===== src/rtl/bba_pkg.sv =====
// Shared types and constants for the bitmap block allocator.
package bba_pkg;

    localparam int WORD_BITS = 32;
    localparam int POS_W     = 5;

    typedef enum logic [1:0] {
        STAT_OK      = 2'd0,
        STAT_FULL    = 2'd1,
        STAT_RANGE   = 2'd2,
        STAT_ALREADY = 2'd3
    } status_t;

    typedef struct packed {
        logic             hit;
        logic [POS_W-1:0] pos;
    } scan_res_t;

endpackage


===== src/rtl/bba_ram.sv =====
// Generic single-port-write, single-port-read RAM with registered read data.
module bba_ram #(
    parameter int WIDTH = 32,
    parameter int DEPTH = 32,
    parameter int AW    = (DEPTH > 1) ? $clog2(DEPTH) : 1
) (
    input  logic             clk,
    input  logic             wr_en,
    input  logic [AW-1:0]    wr_addr,
    input  logic [WIDTH-1:0] wr_data,
    input  logic [AW-1:0]    rd_addr,
    output logic [WIDTH-1:0] rd_data
);

    logic [WIDTH-1:0] mem [DEPTH];

    always_ff @(posedge clk)
    begin
        if (wr_en)
        begin
            mem[wr_addr] <= wr_data;
        end
        rd_data <= mem[rd_addr];
    end

endmodule


===== src/rtl/bba_scan.sv =====
// Find-first-zero unit over one map word, with padding bits forced used.
module bba_scan (
    input  logic [31:0]       word,
    input  logic [31:0]       pad,
    output bba_pkg::scan_res_t res
);

    import bba_pkg::*;

    logic [WORD_BITS-1:0] busy;

    always_comb
    begin
        busy    = word | pad;
        res.hit = ~&busy;
        res.pos = '0;
        for (int i = WORD_BITS - 1; i >= 0; i--)
        begin
            if (!busy[i])
            begin
                res.pos = POS_W'(i);
            end
        end
    end

endmodule


===== src/rtl/bitmap_block_allocator_top.sv =====
// Top level of the first-fit bitmap block allocator.
//
// Channel | Dir | Signals                       | Contents
// s_      | in  | s_tvalid s_tready s_tdata      | block_index; s_tuser = command
// m_      | out | m_tvalid m_tready m_tdata      | granted_block, free_count; m_tuser = status
//
// After reset a clearing pass writes every map word before s_tready rises.
// Allocate: one map word checked per cycle in the RAM read pipeline.
// Free: one RAM read, then one read-modify-write; an out-of-range free goes straight to the result.
// One request in flight; a finished result waits in the output register while the next
// request is taken, and the sequencer holds in its result state if that register is full.
module bitmap_block_allocator_top #(
    parameter int BLOCK_COUNT = 1024
) (
    input  logic             clk,
    input  logic             rst_n,
    input  logic             s_tvalid,
    output logic             s_tready,
    input  logic [15:0]      s_tdata,   // [15:0] block_index
    input  logic [0:0]       s_tuser,   // [0] command
    output logic             m_tvalid,
    input  logic             m_tready,
    output logic [23:0]      m_tdata,   // [9:0] granted_block, [20:10] free_count, zero fill
    output bba_pkg::status_t m_tuser    // [1:0] status
);

    import bba_pkg::*;

    localparam int MAP_WORDS = (BLOCK_COUNT + WORD_BITS - 1) / WORD_BITS;
    localparam int WORD_AW   = (MAP_WORDS > 1) ? $clog2(MAP_WORDS) : 1;
    localparam int CNT_W     = $clog2(BLOCK_COUNT + 1);
    localparam int TAIL      = BLOCK_COUNT % WORD_BITS;
    localparam logic [WORD_BITS-1:0] LAST_PAD =
        (TAIL == 0) ? '0 : ~((32'd1 << TAIL) - 32'd1);
    localparam logic [WORD_AW-1:0] LAST_W  = WORD_AW'(MAP_WORDS - 1);
    localparam logic [WORD_AW-1:0] FIRST_P = (MAP_WORDS > 1) ? WORD_AW'(1) : '0;

    typedef enum logic [2:0] {
        S_CLEAR,
        S_IDLE,
        S_SCAN,
        S_FREE,
        S_DONE
    } state_t;

    state_t               state_reg;
    logic [WORD_AW-1:0]   ptr_reg;
    logic [WORD_AW-1:0]   chk_reg;
    logic [POS_W-1:0]     bit_reg;
    logic [CNT_W-1:0]     cnt_reg;
    logic [9:0]           res_granted_reg;
    status_t              res_status_reg;
    logic                 out_valid_reg;
    logic [9:0]           out_granted_reg;
    status_t              out_status_reg;
    logic [10:0]          out_cnt_reg;

    logic                 cmd_free;
    logic [10:0]          in_word;
    logic                 in_range;
    logic                 ram_we;
    logic [WORD_AW-1:0]   ram_waddr;
    logic [WORD_BITS-1:0] ram_wdata;
    logic [WORD_AW-1:0]   ram_raddr;
    logic [WORD_BITS-1:0] ram_rdata;
    logic [WORD_BITS-1:0] pad;
    scan_res_t            scan;
    logic [31:0]          idx32;
    logic [31:0]          cnt32;
    logic                 bit_used;

    assign cmd_free = s_tuser[0];
    assign in_word  = s_tdata[15:5];
    assign in_range = {1'b0, s_tdata} < 17'(BLOCK_COUNT);
    assign pad      = (chk_reg == LAST_W) ? LAST_PAD : '0;
    assign idx32    = 32'({chk_reg, scan.pos});
    assign cnt32    = 32'(cnt_reg);
    assign bit_used = ram_rdata[bit_reg];

    bba_scan u_scan (
        .word (ram_rdata),
        .pad  (pad),
        .res  (scan)
    );

    bba_ram #(
        .WIDTH (WORD_BITS),
        .DEPTH (MAP_WORDS),
        .AW    (WORD_AW)
    ) u_map (
        .clk     (clk),
        .wr_en   (ram_we),
        .wr_addr (ram_waddr),
        .wr_data (ram_wdata),
        .rd_addr (ram_raddr),
        .rd_data (ram_rdata)
    );

    always_comb
    begin
        ram_we    = 1'b0;
        ram_waddr = chk_reg;
        ram_wdata = '0;
        ram_raddr = ptr_reg;
        case (state_reg)
            S_CLEAR:
            begin
                ram_we    = 1'b1;
                ram_waddr = ptr_reg;
            end
            S_IDLE:
            begin
                ram_raddr = cmd_free ? in_word[WORD_AW-1:0] : '0;
            end
            S_SCAN:
            begin
                ram_we    = scan.hit;
                ram_wdata = ram_rdata | (32'd1 << scan.pos);
            end
            S_FREE:
            begin
                ram_we    = bit_used;
                ram_wdata = ram_rdata & ~(32'd1 << bit_reg);
            end
            default:
            begin
                ram_we = 1'b0;
            end
        endcase
    end

    always_ff @(posedge clk or negedge rst_n)
    begin
        if (!rst_n)
        begin
            state_reg       <= S_CLEAR;
            ptr_reg         <= '0;
            chk_reg         <= '0;
            bit_reg         <= '0;
            cnt_reg         <= CNT_W'(BLOCK_COUNT);
            res_granted_reg <= '0;
            res_status_reg  <= STAT_OK;
            out_valid_reg   <= 1'b0;
            out_granted_reg <= '0;
            out_status_reg  <= STAT_OK;
            out_cnt_reg     <= '0;
        end
        else
        begin
            if (out_valid_reg && m_tready && state_reg != S_DONE)
            begin
                out_valid_reg <= 1'b0;
            end
            case (state_reg)
                S_CLEAR:
                begin
                    if (ptr_reg == LAST_W)
                    begin
                        state_reg <= S_IDLE;
                    end
                    else
                    begin
                        ptr_reg <= ptr_reg + WORD_AW'(1);
                    end
                end
                S_IDLE:
                begin
                    if (s_tvalid)
                    begin
                        res_granted_reg <= '0;
                        chk_reg         <= cmd_free ? in_word[WORD_AW-1:0] : '0;
                        bit_reg         <= s_tdata[4:0];
                        if (!cmd_free)
                        begin
                            ptr_reg   <= FIRST_P;
                            state_reg <= S_SCAN;
                        end
                        else if (!in_range)
                        begin
                            res_status_reg <= STAT_RANGE;
                            state_reg      <= S_DONE;
                        end
                        else
                        begin
                            state_reg <= S_FREE;
                        end
                    end
                end
                S_SCAN:
                begin
                    if (scan.hit)
                    begin
                        res_granted_reg <= idx32[9:0];
                        res_status_reg  <= STAT_OK;
                        cnt_reg         <= cnt_reg - CNT_W'(1);
                        state_reg       <= S_DONE;
                    end
                    else if (chk_reg == LAST_W)
                    begin
                        res_status_reg <= STAT_FULL;
                        state_reg      <= S_DONE;
                    end
                    else
                    begin
                        chk_reg <= chk_reg + WORD_AW'(1);
                        if (ptr_reg != LAST_W)
                        begin
                            ptr_reg <= ptr_reg + WORD_AW'(1);
                        end
                    end
                end
                S_FREE:
                begin
                    if (bit_used)
                    begin
                        res_status_reg <= STAT_OK;
                        cnt_reg        <= cnt_reg + CNT_W'(1);
                    end
                    else
                    begin
                        res_status_reg <= STAT_ALREADY;
                    end
                    state_reg <= S_DONE;
                end
                S_DONE:
                begin
                    if (!out_valid_reg || m_tready)
                    begin
                        out_valid_reg   <= 1'b1;
                        out_granted_reg <= res_granted_reg;
                        out_status_reg  <= res_status_reg;
                        out_cnt_reg     <= cnt32[10:0];
                        state_reg       <= S_IDLE;
                    end
                end
                default:
                begin
                    state_reg <= S_IDLE;
                end
            endcase
        end
    end

    assign s_tready = (state_reg == S_IDLE);
    assign m_tvalid = out_valid_reg;
    assign m_tdata  = {3'b000, out_cnt_reg, out_granted_reg};
    assign m_tuser  = out_status_reg;

    a_cnt_bound: assert property (@(posedge clk) disable iff (!rst_n)
        cnt_reg <= CNT_W'(BLOCK_COUNT))
        else $error("free count above pool size");

    a_full_zero: assert property (@(posedge clk) disable iff (!rst_n)
        m_tvalid && m_tuser == STAT_FULL |-> m_tdata[20:10] == 11'd0)
        else $error("full status with nonzero free count");

    a_one_busy: assert property (@(posedge clk) disable iff (!rst_n)
        s_tvalid && s_tready |=> !s_tready)
        else $error("request taken while another is in work");

    a_grant_ok: assert property (@(posedge clk) disable iff (!rst_n)
        m_tvalid && m_tuser != STAT_OK |-> m_tdata[9:0] == 10'd0)
        else $error("granted block set on failed request");

endmodule

===== config.mk =====
export PLATFORM = sky130hd
export DESIGN_NAME = bitmap_block_allocator_top
export DESIGN_NICKNAME = d
export VERILOG_FILES = /design/src/rtl/bba_pkg.sv /design/src/rtl/bba_ram.sv /design/src/rtl/bba_scan.sv /design/src/rtl/bitmap_block_allocator_top.sv
export SDC_FILE = /design/constraint.sdc
export NUM_CORES = 1
export LEC_CHECK = 0
export BUFFER_PORTS_ARGS = -buffer_cell sky130_fd_sc_hd__buf_4
export CORE_MARGIN = 2
export CORE_UTILIZATION = 57
export DETAILED_ROUTE_END_ITERATION = 10
export PLACE_DENSITY_LB_ADDON = 0.25
export SYNTH_ARGS = -nofsm -noshare
export SYNTH_HDL_FRONTEND = slang
export SYNTH_HIERARCHICAL = 1
export SYNTH_SLANG_ARGS = --single-unit

===== constraint.sdc =====
create_clock -name clk -period 4.6 [get_ports clk]
set_input_delay 0.69 -clock clk [delete_from_list [all_inputs] [get_ports clk]]
set_output_delay 0.69 -clock clk [all_outputs]
set_load 0.005 [all_outputs]

==> results.md <==
- Hold buffer count at cts: 0
- Wire length of the first global-routing pass: 167400 µm
- Max-capacitance violation count: 0
- Setup TNS: 0 ps
- Horizontal die dimension: 286.1 µm
- Antenna violations before repair: 0
- Via count of the first global-routing pass: 25.55k
- Clock Latency Late Sink: 680 ps
- Arrival time of the worst setup path: 4500 ps
- WL/cell: 27.48 µm
- Deepest level of the CTS H-tree: 3
- Class of the worst hold path: in2async
- Clk buf depth: 3
- Worst slew slack as a fraction of its limit: 17.35%
- Post-layout utilization of the core: 65.48%
- Final net count: 3031
- Top-area cell type share of the netlist area: 67.78%
- Setup crit end kind: register
- Std-Cell Core Area: 78870 µm²
- Max FFs per register: 1024
- CTS buffer count: 109
- Biggest registers after layout: u_map/mem (1024), u_map/rd_data (32)
- Total routing usage reported by global routing: 27.78%
- Number of buffer and inverter instances along the worst setup path: 1
- Number of cell rows: 103
- Synth Register Bits: 1121
- Fin crit period: 4060 ps
- Routed Antenna Nets: 0
- Number of synthesis warnings: 6
- Number of violations reported at the end of detailed-routing iteration 0: 3079
- Ys async rst share: 5.798%
- Number of synthesized flops with an enable pin: 1024
- Drt total wl: 113900 µm
- Setup slack on the worst flop-to-flop path: 540 ps
- Most flops, register: u_map/mem
- Worst vdd ir: 0.4965 mV
- Maximum cell stage delay along the critical path: 750 ps
- Final number of hold-violating endpoints: 0
- Clock tree from TritonCTS: done
- Power per unit of standard cell area: 703.8 nW/µm²
- R2r startpoint: u_map/rd_data[14]
- Vias: 25.94k
- Cell taking the most area after synthesis: edfxtp_1
- Area Growth Syn to Fin: 13.84%
- Top-level I/O count: 49
- Fraction of layout cells with a size suffix above 1: 15.68%
- Routability-driven placement congestion ratio: 0.9119
- Number of gates resized after cts: 0
- Worst reg-to-reg path cell count: 9
- Initial Util: 57.52%
- CTS sink count: 1121
- Clock transition at path regs: 60 ps
- Run status: complete, no violations
- Syn Area/Cell: 16.17 µm²
- Gate count after technology mapping: 2805
- Kind of start point of the critical path: register
- Summed area of non-filler cells in the final layout: 51650 µm²
- Sequential cell area fraction in the yosys report: 72.78%
- Maximum frequency from static timing analysis: 246.3 MHz
- Slowest cell on the critical path: a211oi_1
- Endpoint required time on the critical path: 5040 ps
- Worst flop-to-flop path endpoint: u_map/mem[18][29]
- Clk_skew: 47.62 ps
- Main synth FF type: edfxtp_1
- Start-to-end type of the worst setup path: reg2reg
- Number of iterations in the first detailed-routing pass: 6
- Crit path max-delay family: compound AO/OA/AOI/OAI gates
- Post-DP Area: 47990 µm²
- Summed instance area of the synthesized netlist: 45370 µm²
- Dominant cells by area after synthesis: edfxtp_1 68%, mux2i_1 11%, dfrtp_1 3.5%, a21oi_1 1.6%, a22oi_1 1.6%
- Cells along the critical path: o22ai_1, nor2_1, o311ai_1, o211ai_1, a211oi_1, nor2b_1, a21oi_1, a211oi_4, buf_4
- Vias per cell: 6.259
- Slew of the pin with the lowest slew margin: 1237 ps
- Die Outline Area: 81860 µm²
- Remaining routing DRC violations: 0
- Final Cycle Share: 88.27%
- Total global routing overflow: 0
- Distinct cell type count of the synthesized netlist: 74
- Root Buffer: clkbuf_16
- Leakage power: 0.01862 µW
- Post-CTS repair timing setup buffer count: 0
- Final count of negative-setup-slack endpoints: 0
- Unrepaired setup endpoints after global routing: no
- Detailed placement HPWL: 68300 µm
- Largest net degree at the start of global routing: 74
- Top fanout value on the critical path: 32
- Max Transition Viols Final: 0
- Port bufs: 45
- Height of the die: 286.1 µm
- Fillers: 5388
==> synth_stat cells, types with 35 or more instances <==
cell type  number
nand2_1       150
a22o_1         65
mux2i_1       515
nand3_1       105
mux2_2         35
a22oi_1        96
dfrtp_1        64
clkbuf_1       58
a21oi_1       144
a31oi_1        36
buf_4          40
nor2_1         83
edfxtp_1     1024
nor3_1         40
o21ai_0        41
a211oi_1       35
==> stage by stage <==
stage | power (µW) | setup WS (ps) | std cells | hold slack [ps]
global route | 37820 | 284.1 | 4143 | 170.5
detailed placement | 27450 | 461.0 | 3935 | 466.4
finish | 36350 | 539.7 | 4144 | 113.5
global placement | 27180 | 488.9 | 3935 | 458.8
floorplan | 22880 | 571.0 | 2874 | 394.4
CTS | 36360 | 483.9 | 4143 | 109.4
==> cell type report <==
cell class / instances / area (µm²) / share of cell area [%]
flip-flops and latches: 1121 / 33020 / 63.93
multi-input cells: 1582 / 12110 / 23.44
clock buffers: 148 / 3080 / 5.964
repair buffers: 171 / 1509 / 2.922
well taps: 1050 / 1314 / 2.544
clock inverters: 60 / 576.8 / 1.117
inverters: 11 / 41.29 / 0.07995
diodes: 1 / 2.502 / 0.004845
==> worst register-to-register path, cell delays in order, from the launching register on <==
cell and delay, ps:
dfxtp_1 470, o22ai_1 500, nor2_1 210, o311ai_1 150, o211ai_1 180, a211oi_1 750
nor2b_1 680, a21oi_1 220, a211oi_4 310, buf_4 370
==> per-layer routing <==
| metal | share of wire (%) | vias up | global-route usage, % |
|---|---|---|---|
| li1 | - | 11350 | - |
| met1 | 41 | 13150 | 40.16 |
| met2 | 47 | 1251 | 44.27 |
| met3 | 9.1 | 186 | 4.420 |
| met4 | 2.4 | 0 | 7.853 |
| met5 | 0 | - | 0 |
==> how the worst max path moves through the flow <==
stage	depth (start not counted)	end	start	slack (ps)
floorplan	12	u_map/mem[12][0]	bit_reg[0]	570
global placement	9	u_map/mem[5][29]	u_map/rd_data[14]	490
detailed placement	9	u_map/mem[4][29]	u_map/rd_data[14]	460
CTS	9	u_map/mem[18][29]	u_map/rd_data[14]	480
global route	9	u_map/mem[2][29]	u_map/rd_data[14]	280
finish	9	u_map/mem[18][29]	u_map/rd_data[14]	540
==> cells by family (layout without fill, tap and decap cells) <==
logic type | count (synthesis) | count (layout) | synth area share, %
adders and majority gates | 14 | 14 | 0.4027
buffers and inverters | 171 | 390 | 2.148
and+or+nand+nor | 446 | 446 | 4.603
xor gates and xnor gates | 11 | 11 | 0.2124
other | 1 | 71 | 0.008266
muxes | 566 | 566 | 12.89
DFF | 1121 | 1121 | 72.78
AOI/OAI and AO/OA | 475 | 475 | 6.953
==> where the power goes <==
group	internal (µW)	total [µW]	switching (µW)
clock	5200	8930	3720
sequential	13000	13900	889
combinational	5030	13500	8510
==> cells in the final DEF (no fill, tap or decap), types with 20 or more instances in the layout <==
cell       count
nand3_1      105
nor2_1        50
clkbuf_1      20
clkbuf_16    111
a21oi_1      144
o22ai_1       21
mux2_2        35
dfxtp_1       32
a22oi_1       96
nor3_1        40
dfrtp_1       64
nor2_4        34
nand2_1      149
a31oi_1       36
a22o_1        65
a211oi_2      27
conb_1        70
buf_4        153
mux2i_1      515
o21ai_0       39
clkinv_2      23
edfxtp_1    1024
Note: power is estimated with default switching activity, not from simulation.
